--- config.mk ---
export PLATFORM = sky130hd
export DESIGN_NAME = gcd_sqrt
export DESIGN_NICKNAME = d
export VERILOG_FILES = /design/src/rtl/gcd_sqrt.sv
export SDC_FILE = /design/constraint.sdc
export NUM_CORES = 2
export LEC_CHECK = 0
export BUFFER_PORTS_ARGS = -buffer_cell sky130_fd_sc_hd__buf_4
export CAP_MARGIN = 20
export CORE_ASPECT_RATIO = 0.75
export CORE_MARGIN = 10
export CORE_UTILIZATION = 45
export CTS_BUF_LIST = sky130_fd_sc_hd__clkbuf_8
export DETAILED_ROUTE_END_ITERATION = 8
export PLACE_DENSITY = 0.6
export SLEW_MARGIN = 20
export SYNTH_ARGS = -nofsm -noshare
export SYNTH_HDL_FRONTEND = slang
export SYNTH_SLANG_ARGS = --single-unit
--- constraint.sdc ---
create_clock -name clk -period 4.7 [get_ports clk]
set_clock_uncertainty 0.05 [all_clocks]
set_input_delay 0.705 -clock clk [delete_from_list [all_inputs] [get_ports clk]]
set_output_delay 0.705 -clock clk [all_outputs]
set_load 0.03 [all_outputs]
--- src/rtl/gcd_sqrt.sv ---
module gcd_sqrt (
	input  logic        clk,
	input  logic        en,
	input  logic [61:0] v,
	output logic [30:0] root
);
	localparam int B = 31;

	logic [61:0] rem [0:B];
	logic [30:0] res [0:B];

	assign rem[0] = v;
	assign res[0] = '0;

	for (genvar i = 0; i < B; i++) begin : g_bit
		logic [62:0] trial;
		logic [61:0] rn;
		logic [30:0] qn;
		logic [61:0] rem_s1;
		logic [30:0] res_s1;
		localparam int Sh = 2 * (B - 1 - i);
		always_comb begin
			trial = 63'({res[i], 1'b0, 1'b1}) << Sh;
			if (63'(rem[i]) >= trial) begin
				rn = 62'(63'(rem[i]) - trial);
				qn = {res[i][29:0], 1'b1};
			end else begin
				rn = rem[i];
				qn = {res[i][29:0], 1'b0};
			end
		end
		always_ff @(posedge clk) begin
			if (en) begin
				rem_s1 <= rn;
				res_s1 <= qn;
			end
		end
		assign rem[i + 1] = rem_s1;
		assign res[i + 1] = res_s1;
	end

	assign root = res[B];
endmodule

# Word level (Yosys, flattened, before mapping)
# Index checks and enable logic that the tools add are counted.
# word_totals
register_bits	2356
in_bits	64
elab_cells	183
# op_classes
addsub	30
n_lt_le_gt_ge	31
n_mux	61
# ops
cell	count
62-bit two-way mux	30
62-bit by 32-bit greater-or-equal comparator with 1-bit output	1
62-bit by 33-bit greater-or-equal comparator with 1-bit output	1
62-bit by 34-bit greater-or-equal comparator with 1-bit output	1
62-bit by 35-bit greater-or-equal comparator with 1-bit output	1
62-bit by 36-bit greater-or-equal comparator with 1-bit output	1
62-bit by 37-bit greater-or-equal comparator with 1-bit output	1
62-bit by 38-bit greater-or-equal comparator with 1-bit output	1
62-bit by 39-bit greater-or-equal comparator with 1-bit output	1
62-bit by 40-bit greater-or-equal comparator with 1-bit output	1
62-bit by 41-bit greater-or-equal comparator with 1-bit output	1
62-bit by 42-bit greater-or-equal comparator with 1-bit output	1
62-bit by 43-bit greater-or-equal comparator with 1-bit output	1
62-bit by 44-bit greater-or-equal comparator with 1-bit output	1
62-bit by 45-bit greater-or-equal comparator with 1-bit output	1
62-bit by 46-bit greater-or-equal comparator with 1-bit output	1
62-bit by 47-bit greater-or-equal comparator with 1-bit output	1
62-bit by 48-bit greater-or-equal comparator with 1-bit output	1
62-bit by 49-bit greater-or-equal comparator with 1-bit output	1
62-bit by 50-bit greater-or-equal comparator with 1-bit output	1
62-bit by 51-bit greater-or-equal comparator with 1-bit output	1
62-bit by 52-bit greater-or-equal comparator with 1-bit output	1
62-bit by 53-bit greater-or-equal comparator with 1-bit output	1
62-bit by 54-bit greater-or-equal comparator with 1-bit output	1
other kinds (39)	69

# Logic depth before layout (Yosys ltp)
# depth
ltp_word	2
mapped_depth	15
ltp_nobuf	13

# Least setup slack after synthesis
# OpenSTA, ideal clock, no wires.
# synth_timing
path_type	register to register
startpoint	reg g_bit[22].rem_s1[19]
endpoint	reg g_bit[23].rem_s1[44], data pin
t_arrival_ns	3.048
setup_slack_ns	1.345
path_stages_with_launch	13
n_path_buf	1
synth_period_minus_slack_ns	3.355
path_cell_list	edfxtp_1 ha_1 a211oi_1 or3b_1 a31o_2 a21oi_2 a31oi_1 o21a_1 clkbuf_1 a211oi_1 nand3_1 or3_1 xnor2_1
# synth_between
elab_chain_cells	2
# synth_lines
element	line	text
from (decl)	19	logic [61:0] rem_s1;
from (signal assigned)	34	rem_s1 <= rn;
62-bit by 39-bit subtractor with 62-bit output / 62-bit by 39-bit greater-or-equal comparator with 1-bit output (equally long branches)	25, 24	
62-bit two-way mux (*)	24	if (63'(rem[i]) >= trial) begin
net g_bit[23].rn[44]	17	logic [61:0] rn;
to (signal assigned)	34	
to (decl)	19	
# The timed path passes the listed nets; every way through them passes the cells marked *.
# A chain may end at the register's enable or synchronous reset.

# Worst setup path after layout
# layout_timing
startpoint	reg g_bit[25].res_s1[20]
endpoint	reg g_bit[26].rem_s1[61], data pin
# layout_between
elab_chain_cells	2
# layout_lines
element	line	text
from (decl)	20	logic [30:0] res_s1;
from (signal assigned)	35	res_s1 <= qn;
62-bit by 36-bit subtractor with 62-bit output / 62-bit by 36-bit greater-or-equal comparator with 1-bit output (equally long branches)	25, 24	
62-bit two-way mux (*)	24	
net g_bit[26].rn[61]	17	
to (signal assigned)	34	
to (decl)	19	
# Marks and branches as above.

==> results.yml <==
place:
  gp_congestion: 0.925
  port_buffers: 94
  dpl_cell_area_um2: 118000
  place_hpwl_um: 227000
  dp.cells: 12300
route:
  met3_length_um: 30900
  dr.pass1.iters: 6
  wl_met2_um: 113000
  top_layer_used: "met5"
  drcViolationCount: 0
  drtIter0Drc: 8601
  vias: 74400
  drt-met1-wl_um: 151000
  drt-vias-per-instance: 5.70
  ant_nets: 0
  detail_route.wl_per_cell_um: 23.1
  wl_um: 302000
sta:
  setup_viol: 0
  finalHoldViolCount: 0
  setup_tns_ns: 0
  rsz0062_at_grt: "no"
  slew_headroom_pct: 20.9
  fin_crit_sh_pct: 94.8
  fmax_mhz: 224
  timing.final.max_slew_violations: 0
  min_period_ns: 4.46
  worst_pin_slew_ns: 1.17
logic_synthesis:
  yosys_warnings: 0
  synth_area_leaders: "edfxtp_1 (63%), ha_1 (5.8%), xor2_1 (3.3%)"
  synthArstFlopShare_pct: 0
  syn_nets: 9604
  synth-edff-count: 2356
  synth_seq_area_share_pct: 62.7
  postSynthCellCount: 9015
  netlist_area_um2: 113000
  synth.distinct_cells: 100
  synthFlopType: "edfxtp_1"
  syn_avg_cell_area_um2: 12.5
  synth_area_leader_cell: "edfxtp_1"
  synth_top_area_share_pct: 62.7
  ys_seq_elements: 2356
floorplanning:
  rows: 159
  top_level_ports: 95
  initial_core_util_pct: 45.1
  die-area_um2: 272000
  die_x_um: 598
  coreArea_um2: 250000
  chipHeight_um: 454
layout:
  nNetsFinal: 10100
  syn2layout_area_growth_pct: 11.4
  drive_gt1_share_pct: 8.43
  utilization_pct: 50.3
  fin_cells: 13100
  fillers: 21400
  final_area_um2: 126000
global_route:
  antenna_found_initial: 16
  grt_pass1_wl_um: 450000
  grt_max_degree: 155
  grt_pass1_vias: 70700
  grt.total_usage_pct: 21.5
  grt_overflow_total: 0
cts:
  numCtsBuffers: 372
  postCtsSetupRepairBufs: 0
  clkSinkCount: 2356
  htreeDepth: 5
  clkTransAtPathRegs_ns: 0.06
  cts_tree: "done"
  cts_root_buf: "clkbuf_8"
  cts_buffer_depth: 4
  clk-insertion-delay-late_ns: 1.02
setup_path:
  path_cells: "inv_1 > ha_1 > nand2_1 > nor4_1 > nand4_1 > nand2_1 > a2111oi_0 > buf_4 > or3_1 > a211oi_1 > nand4_1 > buf_4 > nor2_1 > xor2_1"
  max_stage_delay_ns: 0.72
  cp_max_fo: 6
  endpoint: "g_bit[26].rem_s1[61]"
  critPathLaunch: "g_bit[25].res_s1[20]"
  crit_slowest_cell: "nor4_1"
  end_kind: "register"
  crit_family: "simple AND/OR/NAND/NOR gates"
  required_ns: 5.35
  r2r-start: "g_bit[25].res_s1[20]"
  rrSetupSlack_ns: 0.24
  r2r_end: "g_bit[26].rem_s1[61]"
  reg2regPathDepth: 14
  crit_buf_inv: 3
  critPathArrivalTime_ns: 5.10
  cp_num_cells: 14
  crit_type: "reg2reg"
  worstSetupStartpointType: "register"
power:
  peakVddDrop_v: 0.000239
  power_uw: 59800
  leakagePower_uw: 0.0472
  p_per_area_nw_per_um2: 475
run:
  maxCapViolCount: 0
run_status:
  outcome: "complete, no violations"
min_path:
  hp-class: "in2reg"
report_power, final:
part | internal, µW | leakage [µW] | switching [µW] | total [µW]
clock | 8590 | 0.00388 | 8250 | 16800
combinational | 5250 | 0.0206 | 8390 | 13600
sequential | 26700 | 0.0227 | 2570 | 29300
total | 40600 | 0.0472 | 19200 | 59800
metrics by stage:
| stage | setup slack (ns) | hold slack, ns |
|---|---|---|
| 6_report | 0.243 | 0.174 |
| 5_1_grt | 0.0842 | 0.125 |
| 4_1_cts | 0.180 | 0.0755 |
| 3_5_place_dp | 0.190 | 0.381 |
| 3_3_place_gp | 0.310 | 0.379 |
| 2_1_floorplan | 1.34 | 0.367 |
registers in the layout (all words and copies together) (netlist names):
name and count:
g_bit.rem_s1 1860, g_bit.res_s1 465, root 31
worst min path at each step:
stage                   startpoint                    to  slack (ns)  cells past startpoint
6_report                        en  g_bit[25].rem_s1[59]        0.17                      1
3_3_place_gp   g_bit[10].rem_s1[0]   g_bit[11].rem_s1[0]        0.38                      0
3_5_place_dp   g_bit[10].rem_s1[0]   g_bit[11].rem_s1[0]        0.38                      0
2_1_floorplan   g_bit[9].rem_s1[1]   g_bit[10].rem_s1[1]        0.37                      0
5_1_grt                         en  g_bit[25].rem_s1[59]        0.13                      1
4_1_cts                         en  g_bit[25].rem_s1[53]        0.08                      1
what timing repair did:
item	CTS	global route
resized for setup	0	2
setup endpoints to repair	0	18
hold buffers	62	0
hold endpoints to repair	62	0
area by class of cell:
type                       count  area (µm²)  share of cell area [%]
sequential                  2356       70700                    56.2
timing repair buffer         256        2360                    1.87
inverter                     665        2500                    1.98
clock buffer                 376        5170                    4.11
antenna                        2        5.00                 0.00398
tap                         3300        4130                    3.28
clock inverter               284        1810                    1.44
multi-input combinational   5816       39100                    31.1
layout by cell type, fill, tap and decap left out, drive strengths merged, types with 54 or more instances in the layout:
cell            n
nand2b        105
xor2          423
o21bai         56
nor2b          68
inv           758
nor3          279
nor4          313
ha            525
a21oi         577
clkinv        163
dlygate4sd3    62
nand2         611
or3           105
nor2          576
nand4         151
edfxtp       2356
or4            54
mux2           64
nand3         149
o21a           94
nor4b          67
buf           194
o21ai         474
xnor2         397
clkbuf        376
a21o          174
synth_stat cells, types with 10 or more instances:
cell       count
edfxtp_1    2356
inv_1        660
nand2_1      610
a21oi_1      575
nor2_1       575
ha_1         525
o21ai_0      454
xor2_1       423
xnor2_1      397
nor4_1       307
nor3_1       275
a21o_1       174
nand4_1      151
nand3_1      149
clkbuf_1     134
nand2b_1     105
or3_1        103
o21a_1        94
nor2b_1       68
nor4b_1       65
mux2_2        60
o21bai_1      56
or4_1         51
a211oi_1      43
a31oi_1       40
and3_1        36
o31ai_1       36
or2_2         34
buf_2         31
and2_1        30
nand3b_1      28
o211ai_1      21
o21ai_1       19
a21boi_0      18
nor3b_1       18
and4_1        17
nand4b_1      16
o2111ai_1     16
a2111oi_0     14
a211o_1       14
o41ai_1       13
and4b_1       12
buf_1         12
mux2i_1       10
kinds of logic after synthesis:
logic type | share of synthesized area (%)
muxes | 0.727
and+or+nand+nor | 12.4
buffers and inverters | 2.84
adders and majority gates | 5.82
AOI/OAI and AO/OA | 9.19
xor gates and xnor gates | 6.36
DFF | 62.7
per-layer routing:
| layer | global-route usage (%) | vias to the layer above |
|---|---|---|
| met3 | 5.23 | 428 |
| met4 | 4.88 | 4 |
| met5 | 0.579 | - |
| met1 | 35.6 | 36100 |
| met2 | 27.8 | 3184 |
| li1 | - | 34700 |
(Power assumes the default switching activity.)
